### src/rtl/core/s1dbh_ram.sv
// Generic single-write, single-read synchronous RAM with registered read data.
module s1dbh_ram #(
   parameter int WIDTH = 32,
   parameter int DEPTH = 16
) (
   input  logic                     clock,
   input  logic                     wr_en,
   input  logic [$clog2(DEPTH)-1:0] wr_addr,
   input  logic [WIDTH-1:0]         wr_data,
   input  logic [$clog2(DEPTH)-1:0] rd_addr,
   output logic [WIDTH-1:0]         rd_data
);
   logic [WIDTH-1:0] mem_ff [DEPTH];
   logic [WIDTH-1:0] rd_data_ff;

   always_ff @(posedge clock) begin
      if (wr_en) begin
         mem_ff[wr_addr] <= wr_data;
      end
      rd_data_ff <= mem_ff[rd_addr];
   end

   assign rd_data = rd_data_ff;
endmodule

### config.mk
export PLATFORM = sky130hd
export DESIGN_NAME = s1dbh_ram
export DESIGN_NICKNAME = d
export VERILOG_FILES = /design/src/rtl/core/s1dbh_ram.sv
export SDC_FILE = /design/constraint.sdc
export NUM_CORES = 1
export LEC_CHECK = 0
export ABC_AREA = 1
export ABC_CLOCK_PERIOD_IN_PS = 2800
export BUFFER_PORTS_ARGS = -buffer_cell sky130_fd_sc_hd__clkbuf_2
export CELL_PAD_IN_SITES_DETAIL_PLACEMENT = 1
export CELL_PAD_IN_SITES_GLOBAL_PLACEMENT = 1
export CORE_MARGIN = 4
export CORE_UTILIZATION = 50
export CTS_CLUSTER_SIZE = 30
export DETAILED_ROUTE_END_ITERATION = 6
export MAX_ROUTING_LAYER = met4
export PLACE_DENSITY_LB_ADDON = 0.08
export SLEW_MARGIN = 40
export SYNTH_ARGS = -nofsm -noshare
export SYNTH_HDL_FRONTEND = slang
export SYNTH_SLANG_ARGS = --single-unit
### constraint.sdc
create_clock -name clock -period 2.8 [get_ports clock]
set_input_delay 0.28 -clock clock [delete_from_list [all_inputs] [get_ports clock]]
set_output_delay 0.28 -clock clock [all_outputs]
set_load 0.01 [all_outputs]
**Yosys cells after proc, flatten, opt, wreduce, memory -nomap -nowiden**

Memories as Yosys holds them, arrays and structs flattened. A register that Yosys moved wholly into a read port is not among the register bits.
Index checks and enable logic that the tools add are counted.

- Bits in writable memories: 512
- Output and inout port bits: 32
- Memories kept: 1
- Register bits: 0

- Mux-type cells: 2

Memories:

| memory | depth | width | rd ports | clocked after Yosys merged registers in | write ports | RTL line | source |
|---|---|---|---|---|---|---|---|
| mem_ff | 16 | 32 | 1 | 1 | 1 | 13 | `logic [WIDTH-1:0] mem_ff [DEPTH];` |

Operators with widths:

| cell | count |
|---|---|
| $mux W1 | 2 |

**Depth between registers and ports, before layout**

- Depth after elaboration: 2
- Gate-level depth with buffers: 10
- Depth with buffers taken out: 7

**Worst setup path after synthesis**

Ideal clock, no wire load.

- Kind: input -> register
- Start point: input wr_addr[2]
- End point: memory mem_ff[10][0], enable pin
- Slack: 0.527 ns
- Setup time: 0.421 ns
- Stages on the path: 2
- Buffers on the path: 0
- Data arrival time: 1.852 ns
- Required time: 2.379 ns
- Path through: nand3b_1 > nor2_1

RTL lines:

| item | RTL line | source |
|---|---|---|
| start: declaration | 8 | `input logic [$clog2(DEPTH)-1:0] wr_addr,` |
| end: declaration | 13 |  |

No word-level cell before the write port.

**Worst setup path in the final report**

- Start point: register rd_data_ff[17] (netlist: rd_data[17]) (read register of mem_ff)
- End point: output rd_data[17]

RTL lines:

| item | RTL line | source |
|---|---|---|
| start: declaration | 14 | `logic [WIDTH-1:0] rd_data_ff;` |
| end: declaration | 11 | `output logic [WIDTH-1:0] rd_data` |

No word-level cell between the ends.

==> results.cfg <==
[outcome]
run_status = finished, final reports clean

[global_route]
grt_pass1_wl_microns = 93400
antenna_found_initial = 0
grt_pass1_vias = 16300
track_usage = 0.251
use_met1 = 0.330
gr-total-overflow = 0
grt_use_met3 = 0.0330
grt_use_met2 = 0.421
grt_max_degree = 152
top_usage_layer = met2

[routing]
drc_errors = 0
wl_microns = 59800
vias = 15100
drtPass1Iterations = 5
routedWlPerCell_microns = 21.1
drt_iter0_drc = 1273
detail-route-antenna-nets = 0
routed_via_density = 5.35

[clocking]
cts_tree = done
hold_buffers = 0
cts-root-buf = clkbuf_16
clkLatencyLatePin_ps = 600
clock-sinks = 544
clk_pin_slew_ps = 60
clockBufferDepth = 3
post_cts.repair.setup_buffers = 0
cts_buffers = 57
ctsResizeCount = 0
h-tree-depth = 2

[power]
finalPower_mw = 17.9
clock_power_share = 0.425
seq_power_share = 0.513
internal-power_mw = 14.0
leakage_nw = 11.0
p_switching_mw = 3.91
comb_power_share = 0.062
powerDensity_nw_per_um2 = 697
switching_share = 0.219
vdd_drop_max_uv = 748

[die]
die_w_microns = 221
die_y_microns = 221
coreArea_sq_um = 44600
rows = 77
io_pins = 74
fp.dieArea_sq_um = 48900
start_util = 0.510

[sta]
fin_crit_sh = 0.516
slew_headroom = 0.458
finalSetupViolations = 0
finalHoldViolCount = 0
fin_skew_ps = 19.0
drv_slew = 0
fmax_mhz = 692
setup_tns_ps = 0
tightestPinTransition_ps = 812
period_minus_slack_ps = 1450
grt_setup_unrepaired = no

[worst_hold_path]
holdPathEnd = mem_ff[9][5]
hold_depth = 1
worstHoldStart = wr_data[5]
hold_path.class = in -> reg

[synthesis]
ys.flop_type = edfxtp_1
synth-seq-area-share = 0.705
yosys-top-cells-area = edfxtp_1 68%, nand2_1 11%, nand3_1 8.5%, inv_1 6.4%, dfxtp_1 2.8%
synth_top_cell_by_area = edfxtp_1
syn_avg_cell_area_sq_um = 10.7
synth_most_common_cell = nand2_1
synth_nets = 2162
synth_edf_count = 512
ys_ff_latch = 544
synthTopCellsByCount = 677 x nand2_1, 512 x edfxtp_1, 388 x inv_1
synthArstFlopShare = 0
synth_cells = 2120
synth.distinct_cells = 15
syn-cell-area_sq_um = 22700
synth_top_area_share = 0.676
yosysWarnings = 0

[setup_path]
arrival_ps = 1170
crit_required_ps = 2520
r2r.worst_path.cells = 6
critPathBufInv = 1
crit_path_max_fanout = 1
path_cells = clkbuf_2
r2r_end = rd_data[23]
worstSetupEndpointType = primary output
timing.rr.start = mem_ff[5][23]
slowest_stage = dfxtp_1
crit_family = flip-flops
reg2reg_slack_ps = 1670
critPathKind = reg -> out
start_kind = flip-flop
slowest_delay_ps = 400

[place]
place_hpwl_microns = 33500
gp_congestion = 0.738
post_dp_cell_area_sq_um = 23700
portBuffers = 73

[final_layout]
stdcell_area_sq_um = 25600
area_growth_pct = 12.7
nets = 2230
drive_gt1_frac = 0.0966
n_antenna_cell = 0

[flow_run]
drv_cap = 0
==> metrics by stage <==
stage                     setup WS (ps)  hold WS, ps  utilization  cells
after floorplan                     527          379            -   2120
after global placement              795          637        0.532   2721
after detailed placement            726          650        0.532   2721
after CTS                          1310         69.2        0.574   2828
after global routing               1320         98.6        0.574   2828
final                              1350         92.7        0.574   2828
==> routing by layer <==
metal | vias up | part of all wire
met5 | - | 0
met4 | 0 | 0.021
met3 | 104 | 0.047
met2 | 352 | 0.50
met1 | 7694 | 0.43
li1 | 6976 | -
==> state kept, by name (all words and copies together) (netlist names) <==
| signal | flops |
|---|---|
| rd_data | 32 |
| mem_ff | 512 |
==> placed cells by master, fill, tap and decap left out, types with 7 or more instances in the layout <==
cell type and count:
clkbuf_16 59, nand2_1 677, buf_12 11, clkinv_2 7, edfxtp_1 512, nand3_1 385, clkbuf_2 70, buf_4 32
clkinv_1 7, dfxtp_1 32, inv_1 386, nor2_4 16, clkbuf_1 18, clkbuf_8 10
==> cell type report <==
| class | instances | area (sq um) |
|---|---|---|
| sequential | 544 | 16000 |
| clock buffer | 86 | 1670 |
| inverter | 390 | 1480 |
| timing repair buffer | 114 | 825 |
| multi-input combinational | 1081 | 4670 |
| tap | 592 | 741 |
| fill | 4754 | 19000 |
| clock inverter | 21 | 228 |
==> power groups by stage <==
stage / clock [mW] / combinational, mW / sequential, mW
after floorplan: 0 / 0.621 / 9.35
after global placement: 0 / 1.07 / 9.33
after detailed placement: 0 / 1.10 / 9.34
after CTS: 7.74 / 1.12 / 9.17
after global routing: 8.09 / 1.23 / 9.18
final: 7.59 / 1.10 / 9.17
==> worst max-delay path by stage <==
stage | from | end | slack (ps) | cells past startpoint
after detailed placement | wr_addr[3] | mem_ff[4][28] | 730 | 4
after CTS | rd_data[17] | rd_data[17] | 1310 | 1
after floorplan | wr_addr[2] | mem_ff[10][0] | 530 | 2
after global routing | wr_addr[3] | mem_ff[4][29] | 1320 | 4
final | rd_data[17] | rd_data[17] | 1350 | 1
after global placement | wr_addr[3] | mem_ff[4][20] | 800 | 4
==> kinds of logic (layout without fill, tap and decap cells) <==
kind of cell | count (synthesis) | in the layout | synth area share
and+or+nand+nor | 1081 | 1081 | 0.200
DFF | 544 | 544 | 0.705
buffers and inverters | 495 | 611 | 0.0954
Note: power is estimated with default switching activity, not from simulation.
