[src/rtl/core/s1dbh_pkg.sv]
// Shared types, constants and a helper function for the double-width SHA-1 hash.
package s1dbh_pkg;

   localparam int LEN_CNT_BITS = 64;
   localparam int NUM_ENG      = 4;
   localparam int HALF_WORDS   = 5;
   localparam int BLOCK_WORDS  = 16;
   localparam int CHAIN_DEPTH  = NUM_ENG * HALF_WORDS;
   localparam int BLOCK_DEPTH  = NUM_ENG * BLOCK_WORDS;
   localparam int SHA_ROUNDS   = 80;
   localparam int DIGEST_WORDS = 2 * HALF_WORDS;

   localparam logic KIND_BYTE   = 1'b0;
   localparam logic KIND_FINISH = 1'b1;

   typedef struct packed {
      logic       kind;
      logic [7:0] data_byte;
   } req_type;

   typedef struct packed {
      logic [31:0] digest_word;
      logic [3:0]  word_index;
      logic        last_word;
   } rsp_type;

   typedef enum logic [3:0] {
      ST_INIT,
      ST_IDLE,
      ST_BRD,
      ST_BWR,
      ST_HLD,
      ST_WLD,
      ST_RUN,
      ST_HADD,
      ST_POST,
      ST_HWB,
      ST_EMIT
   } state_type;

   typedef enum logic [1:0] {
      JOB_BYTE,
      JOB_FIN1,
      JOB_FIN2,
      JOB_L2
   } job_type;

   typedef struct packed {
      logic       h_load;
      logic [2:0] h_idx;
      logic       iv_load;
      logic       w_push;
      logic       round_en;
      logic [6:0] round;
      logic       h_add;
   } rnd_ctl_type;

   function automatic logic [31:0] sha_iv(input logic [2:0] idx);
      logic [31:0] v;
      case (idx)
         3'd0: v = 32'h6745_2301;
         3'd1: v = 32'hEFCD_AB89;
         3'd2: v = 32'h98BA_DCFE;
         3'd3: v = 32'h1032_5476;
         3'd4: v = 32'hC3D2_E1F0;
         default: v = 32'h0;
      endcase
      return v;
   endfunction

endpackage

[src/rtl/core/s1dbh_round.sv]
// SHA-1 compression unit: chaining registers, message schedule window and one round per cycle while round_en is set.
module s1dbh_round (
   input  logic                     clock,
   input  s1dbh_pkg::rnd_ctl_type   ctl,
   input  logic [31:0]              h_data,
   input  logic [31:0]              w_data,
   output logic [4:0][31:0]         h_out
);
   import s1dbh_pkg::*;

   logic [4:0][31:0]  h_ff, h_in;
   logic [4:0][31:0]  v_ff, v_in;
   logic [15:0][31:0] w_ff, w_in;
   logic [4:0][31:0]  src;
   logic [31:0]       f_val, k_val, tmp, w_new, x;

   always_comb begin
      src   = (ctl.round == 7'd0) ? h_ff : v_ff;
      if (ctl.round < 7'd20) begin
         f_val = (src[1] & src[2]) | (~src[1] & src[3]);
         k_val = 32'h5A82_7999;
      end else if (ctl.round < 7'd40) begin
         f_val = src[1] ^ src[2] ^ src[3];
         k_val = 32'h6ED9_EBA1;
      end else if (ctl.round < 7'd60) begin
         f_val = (src[1] & src[2]) | (src[1] & src[3]) | (src[2] & src[3]);
         k_val = 32'h8F1B_BCDC;
      end else begin
         f_val = src[1] ^ src[2] ^ src[3];
         k_val = 32'hCA62_C1D6;
      end
      tmp   = {src[0][26:0], src[0][31:27]} + f_val + src[4] + k_val + w_ff[0];
      x     = w_ff[13] ^ w_ff[8] ^ w_ff[2] ^ w_ff[0];
      w_new = {x[30:0], x[31]};

      h_in = h_ff;
      if (ctl.iv_load) begin
         for (int i = 0; i < HALF_WORDS; i++) begin
            h_in[i] = sha_iv(3'(i));
         end
      end
      if (ctl.h_load) begin
         h_in[ctl.h_idx] = h_data;
      end
      if (ctl.h_add) begin
         for (int i = 0; i < HALF_WORDS; i++) begin
            h_in[i] = h_ff[i] + v_ff[i];
         end
      end

      w_in = w_ff;
      if (ctl.w_push) begin
         w_in = {w_data, w_ff[15:1]};
      end else if (ctl.round_en) begin
         w_in = {w_new, w_ff[15:1]};
      end

      v_in = v_ff;
      if (ctl.round_en) begin
         v_in[0] = tmp;
         v_in[1] = src[0];
         v_in[2] = {src[1][1:0], src[1][31:2]};
         v_in[3] = src[2];
         v_in[4] = src[3];
      end
   end

   always_ff @(posedge clock) begin
      h_ff <= h_in;
      v_ff <= v_in;
      w_ff <= w_in;
   end

   assign h_out = h_ff;
endmodule

[config.mk]
export PLATFORM = sky130hd
export DESIGN_NAME = s1dbh_round
export DESIGN_NICKNAME = d
export VERILOG_FILES = /design/src/rtl/core/s1dbh_pkg.sv /design/src/rtl/core/s1dbh_round.sv
export SDC_FILE = /design/constraint.sdc
export NUM_CORES = 2
export LEC_CHECK = 0
export BUFFER_PORTS_ARGS = -buffer_cell sky130_fd_sc_hd__buf_2
export CORE_MARGIN = 4
export CORE_UTILIZATION = 40
export DETAILED_ROUTE_END_ITERATION = 8
export SYNTH_ARGS = -nofsm -noshare
export SYNTH_HDL_FRONTEND = slang
export SYNTH_SLANG_ARGS = --single-unit
[constraint.sdc]
create_clock -name clock -period 21.2 [get_ports clock]
set_input_delay 4.24 -clock clock [delete_from_list [all_inputs] [get_ports clock]]
set_output_delay 4.24 -clock clock [all_outputs]
set_load 0.03 [all_outputs]
## After elaboration in Yosys (flattened, before gate mapping)

Cells that the tools add are included.

| word-level totals | value |
|---|---|
| flip-flop bits (word level) | 832 |
| input bits | 80 |
| output and inout bits | 160 |

| cells by class | value |
|---|---|
| add/sub/neg operators | 9 |
| $lt $le $gt $ge | 5 |
| muxes and demuxes | 15 |
| bitwise logic cells | 13 |
| reduce and logical (&&, ||, !) cells | 3 |

Operator list:

| kind | count |
|---|---|
| $mux 512 | 2 |
| $mux 160 | 4 |
| $add 32x32->32 | 9 |
| $mux 32 | 6 |
| $bwmux 160 | 1 |
| $xor 32x32->32 | 5 |
| $and 32x32->32 | 4 |
| $demux 32 s3 | 1 |
| $or 32x32->32 | 3 |
| $not 32->32 | 1 |
| $mux 31 | 1 |
| $lt 7x6->1 const B | 2 |
| $logic_not 7->1 | 1 |
| $lt 7x5->1 const B | 1 |
| $lt 3x4->1 const B | 1 |
| $ge 3x1->1 const B | 1 |
| $reduce_bool 2->1 | 1 |
| $logic_and 1x1->1 | 1 |

## Logic depth before layout (Yosys ltp)

| logic depth | value |
|---|---|
| depth in word-level cells | 12 |
| gate-level depth with buffers | 26 |

## Worst setup path before layout

OpenSTA, ideal clock, no wires.

| timing path | value |
|---|---|
| path type | input-to-reg |
| start | input ctl[9] in the netlist's numbering |
| end | register w_ff[0] in the netlist's numbering, enable pin |
| setup time | 667 ps |
| data arrival time | 10616 ps |
| required time | 20533 ps |
| path slack | 9917 ps |
| stages on the path | 2 |
| buffers on the path | 1 |
| cell sequence | clkbuf_1 -> or2_2 |

| on the way | value |
|---|---|
| longest elaborated chain between the ends | 1 |

Ends and longest elaborated chain:

| element | line | source |
|---|---|---|
| start: declaration | s1dbh_round.sv:4 | `input s1dbh_pkg::rnd_ctl_type ctl,` |
| $reduce_bool 2->1 (no line) | n/a |  |
| end signal: assignment | s1dbh_round.sv:71 | `w_ff <= w_in;` |
| end: declaration | s1dbh_round.sv:13 | `logic [15:0][31:0] w_ff, w_in;` |

Every way passes these cells.
A chain may end at the register's enable or synchronous reset.

## Final worst setup path

| timing path | value |
|---|---|
| start | input ctl[7] in the netlist's numbering |
| end | register v_ff[29] in the netlist's numbering (data pin) |

| on the way | value |
|---|---|
| longest elaborated chain between the ends | 12 |
| elaborated cells on any way between the ends | 25 |
| classes of those cells | add/sub (4); order compare (3); mux (7); bitwise (10); reduce/logical (1) |

Ends and longest elaborated chain:

| element | line | source |
|---|---|---|
| $logic_not 7->1 | s1dbh_round.sv:18 | `src = (ctl.round == 7'd0) ? h_ff : v_ff;` |
| $mux 160 | s1dbh_round.sv:18 |  |
| $and 32x32->32 (on tied branches) | s1dbh_round.sv:20, s1dbh_round.sv:26 |  |
| $or 32x32->32 (2 in a row) | s1dbh_round.sv:26 | `f_val = (src[1] & src[2]) \| (src[1] & src[3]) \| (src[2] & src[3]);` |
| $mux 32 | s1dbh_round.sv:25 | `end else if (ctl.round < 7'd60) begin` |
| $mux 32 | s1dbh_round.sv:22 | `end else if (ctl.round < 7'd40) begin` |
| $mux 32 | s1dbh_round.sv:19 | `if (ctl.round < 7'd20) begin` |
| $add 32x32->32 (2 in a row) | s1dbh_round.sv:32 | `tmp = {src[0][26:0], src[0][31:27]} + f_val + src[4] + k_val + w_ff[0];` |
| $add 32x32->32 * (2 in a row) | s1dbh_round.sv:32 |  |
| via tmp[29] | s1dbh_round.sv:15 | `logic [31:0] f_val, k_val, tmp, w_new, x;` |
| end signal: assignment | s1dbh_round.sv:70 | `v_ff <= v_in;` |
| end: declaration | s1dbh_round.sv:12 | `logic [4:0][31:0] v_ff, v_in;` |

Mark *: on every way through the listed nets, which the timed path passes. The rest lies on a longest branch.

==> metrics.md <==
| Metric | Value |
|---|---|
| Die area | 114,000 sq um |
| Final Setup Violations | 0 |
| Total core area | 107,000 sq um |
| Clock share of power | 17.8% |
| Main combinational cell family by area after synthesis | compound AO/OA/AOI/OAI gates |
| Initial antenna violation count | 0 |
| Power per standard cell area | 190 nW/um^2 |
| Post-Place Worst Slack | 9.58 ns |
| Initial Util | 40.4% |
| Global route overflow | 0 |
| Final ANT Viol Nets | 0 |
| # IOs | 240 |
| Mapped cell area | 43,300 sq um |
| Crit path DAT | 11.43 ns |
| FFs w/ async S/R, synth | 0% |
| CTS Buf Count | 93 |
| Max IR drop VDD | 0.000133 V |
| Final hold vios | 0 |
| Largest net degree at the start of global routing | 186 |
| Fin. max-slew vios | 0 |
| Syn Inst Count | 3,571 |
| Fmax | 91.6 MHz |
| Via density per instance | 5.61 |
| Worst Max-Slew Pin Slew | 1.14 ns |
| Clock Sinks | 832 |
| Hold Buf Count CTS | 0 |
| Worst-path clk slew | 0.06 ns |
| Ys flop type | edfxtp_1 |
| Final Wtd Congestion | 0.952 |
| Synthesis-stage register bit count | 832 |
| Detailed Route Iter0 Violations | 2,663 |
| Most common cell after layout, fill and taps aside | edfxtp_1 |
| Sw Ratio | 43.1% |
| Reg2Reg Setup Slack | 15.70 ns |
| Die height | 337 um |
| Total GRT Usage | 21.1% |
| Compound-Gate Fraction of Synth Area | 13.5% |
| DRT Pass-1 Iters | 5 |
| Critical path fanouts, max | 22 |
| Setup TNS Final | 0 ns |
| First-pass GRT wire length | 181,000 um |
| Setup ws final | 10.29 ns |
| Post-CTS sizing | 0 |
| Max stage delay cell, worst path | inv_1 |
| Wire per inst | 23.4 um |
| Post-Synth Adder-Cell Area | 11.2% |
| XOR/XNOR Fraction of Synth Area | 5.11% |
| Sw power | 4.03 mW |
| Post-synthesis sequential area ratio | 54.0% |
| Post-layout nets | 4,186 |
| Row cnt | 120 |
| Kind of critical path | in2reg |
| Reg2Reg Depth | 17 |
| Critical Path Max Stage Delay | 0.82 ns |
| Mapped Nets | 3,970 |
| Fin util | 45.7% |
| Area growth from synthesis to layout | 13.4% |
| Type of origin of the critical path | primary input |
| TritonCTS clock tree | built |
| Via count | 29.6k |
| Tcrit/Tclk final | 51.5% |
| Clock tree buffer depth | 3 |
| RSZ-0062 raised after global routing | no |
| Max-slew headroom | 23.8% |
| H-tree depth | 3 |
| Root Buffer | clkbuf_16 |
| DP HPWL | 89,800 um |
| Syn_area_per_cell | 12.1 sq um |
| Drt total wl | 123,000 um |
| DRC Markers | 0 |
| Yosys cell types | 89 |
| Leakage | 19.5 nW |
| Buffers on Ports | 239 |
| Min-Delay Path Depth | 0 |
| HP Class | reg2reg |
| Max cap viols | 0 |
| Internal | 5.32 mW |
| Ant. Diodes | 0 |
| Final min period | 10.91 ns |
| Layout cells sized above 1 | 14.0% |
| Clk_lat worst skew | 0.70 ns |
| Fin Clk Skew | 0.0523 ns |
| Number of global-route vias before repair | 28.6k |
| Most frequent cells in the layout | edfxtp_1, inv_1, buf_2 |
| Status | completed |
| Reg power frac | 28.8% |
| Ys Warns | 0 |
| Combinational Power Share | 53.4% |
| EDFF count, synth | 672 |
| Die width | 337 um |
| Critical path data required time | 21.71 ns |
| Post-CTS Repair Setup Buffers | 0 |
| Simple-Gate Fraction of Synth Area | 8.31% |
| CP endpoint kind | register |
| Multiplexer share of the synthesized area | 4.63% |
metrics by stage:
stage	cells	total power, mW	hold slack, ns	area, sq um
after floorplan	3571	6.29	0.400	43300
after global placement	5095	7.61	0.400	46000
after detailed placement	5095	7.62	0.405	46000
after CTS	5268	9.36	0.393	49100
after global routing	5268	9.99	0.393	49100
final	5268	9.35	0.392	49100
worst max-delay path: cells and delay by family:
family                   cells  cell delay (ns)
AND/OR/NAND/NOR              7             2.48
adder cells (fa/ha/maj)      4             1.48
AO/OA/AOI/OAI                9             1.91
buffers and inverters        5             1.27
Yosys cell counts (15+ instances only):
| cell type | instances | area, sq um |
|---|---|---|
| o21a_1 | 23 | 173 |
| nand3_1 | 41 | 205 |
| o21bai_1 | 17 | 128 |
| mux2i_1 | 81 | 811 |
| ha_1 | 207 | 2590 |
| a21o_1 | 74 | 556 |
| nor3_1 | 67 | 335 |
| and3_1 | 16 | 100 |
| o211ai_1 | 73 | 548 |
| mux2_2 | 106 | 1190 |
| nor3b_1 | 74 | 556 |
| nand2b_1 | 31 | 194 |
| a31oi_1 | 29 | 181 |
| nor2_1 | 142 | 533 |
| fa_1 | 112 | 2240 |
| o21ai_0 | 207 | 1040 |
| o31ai_1 | 27 | 203 |
| dfxtp_1 | 160 | 3200 |
| edfxtp_1 | 672 | 20200 |
| nand4_1 | 15 | 93.8 |
| a21oi_1 | 232 | 1160 |
| nand2_1 | 176 | 661 |
| xor2_1 | 51 | 447 |
| or3_1 | 78 | 488 |
| nor2b_1 | 16 | 100 |
| inv_1 | 241 | 905 |
| clkbuf_1 | 119 | 447 |
| a211oi_1 | 76 | 571 |
| xnor2_1 | 202 | 1770 |
kinds of logic after synthesis:
logic type | after synthesis
DFF | 832
AOI/OAI and AO/OA | 897
xor gates and xnor gates | 253
adders and majority gates | 319
buffers and inverters | 380
and+or+nand+nor | 703
muxes | 187
worst paths after layout:
check / start / end
worst min-delay path: w_ff[497]$_DFFE_PP_ / w_ff[465]$_DFFE_PP_
worst max-delay path: ctl[7] / v_ff[29]$_DFFE_PP_
worst max register to register: v_ff[28]$_DFFE_PP_ / v_ff[29]$_DFFE_PP_
worst min register to register: w_ff[497]$_DFFE_PP_ / w_ff[465]$_DFFE_PP_
final cells by class:
type / instances / area (sq um)
Multi-Input combinational cell: 2359 / 18500
Clock buffer: 113 / 2450
Clock inverter: 60 / 692
Inverter: 243 / 915
Tap cell: 1403 / 1760
Timing Repair Buffer: 258 / 1380
Fill cell: 9682 / 58200
Sequential cell: 832 / 23400
per-layer routing:
metal	global-route usage [%]	wire [um]	vias to the layer above
met5	0	0	-
met2	32.1	53900	940
met1	30.7	56700	14700
met3	3.96	8500	197
met4	6.75	3940	0
li1	-	-	13700
power groups by stage:
stage                     registers [mW]  logic (mW)  clock network [mW]
final                               2.69        4.99                1.66
after global routing                2.73        5.49                1.77
after CTS                           2.69        4.97                1.70
after detailed placement            2.71        4.91                   0
after global placement              2.71        4.90                   0
after floorplan                     2.85        3.43                   0
sequential cells by signal (all words and copies together) (netlist names):
register,cells
w_ff,512
h_out,160
v_ff,160
No activity file was read; power rests on OpenSTA's default activity.
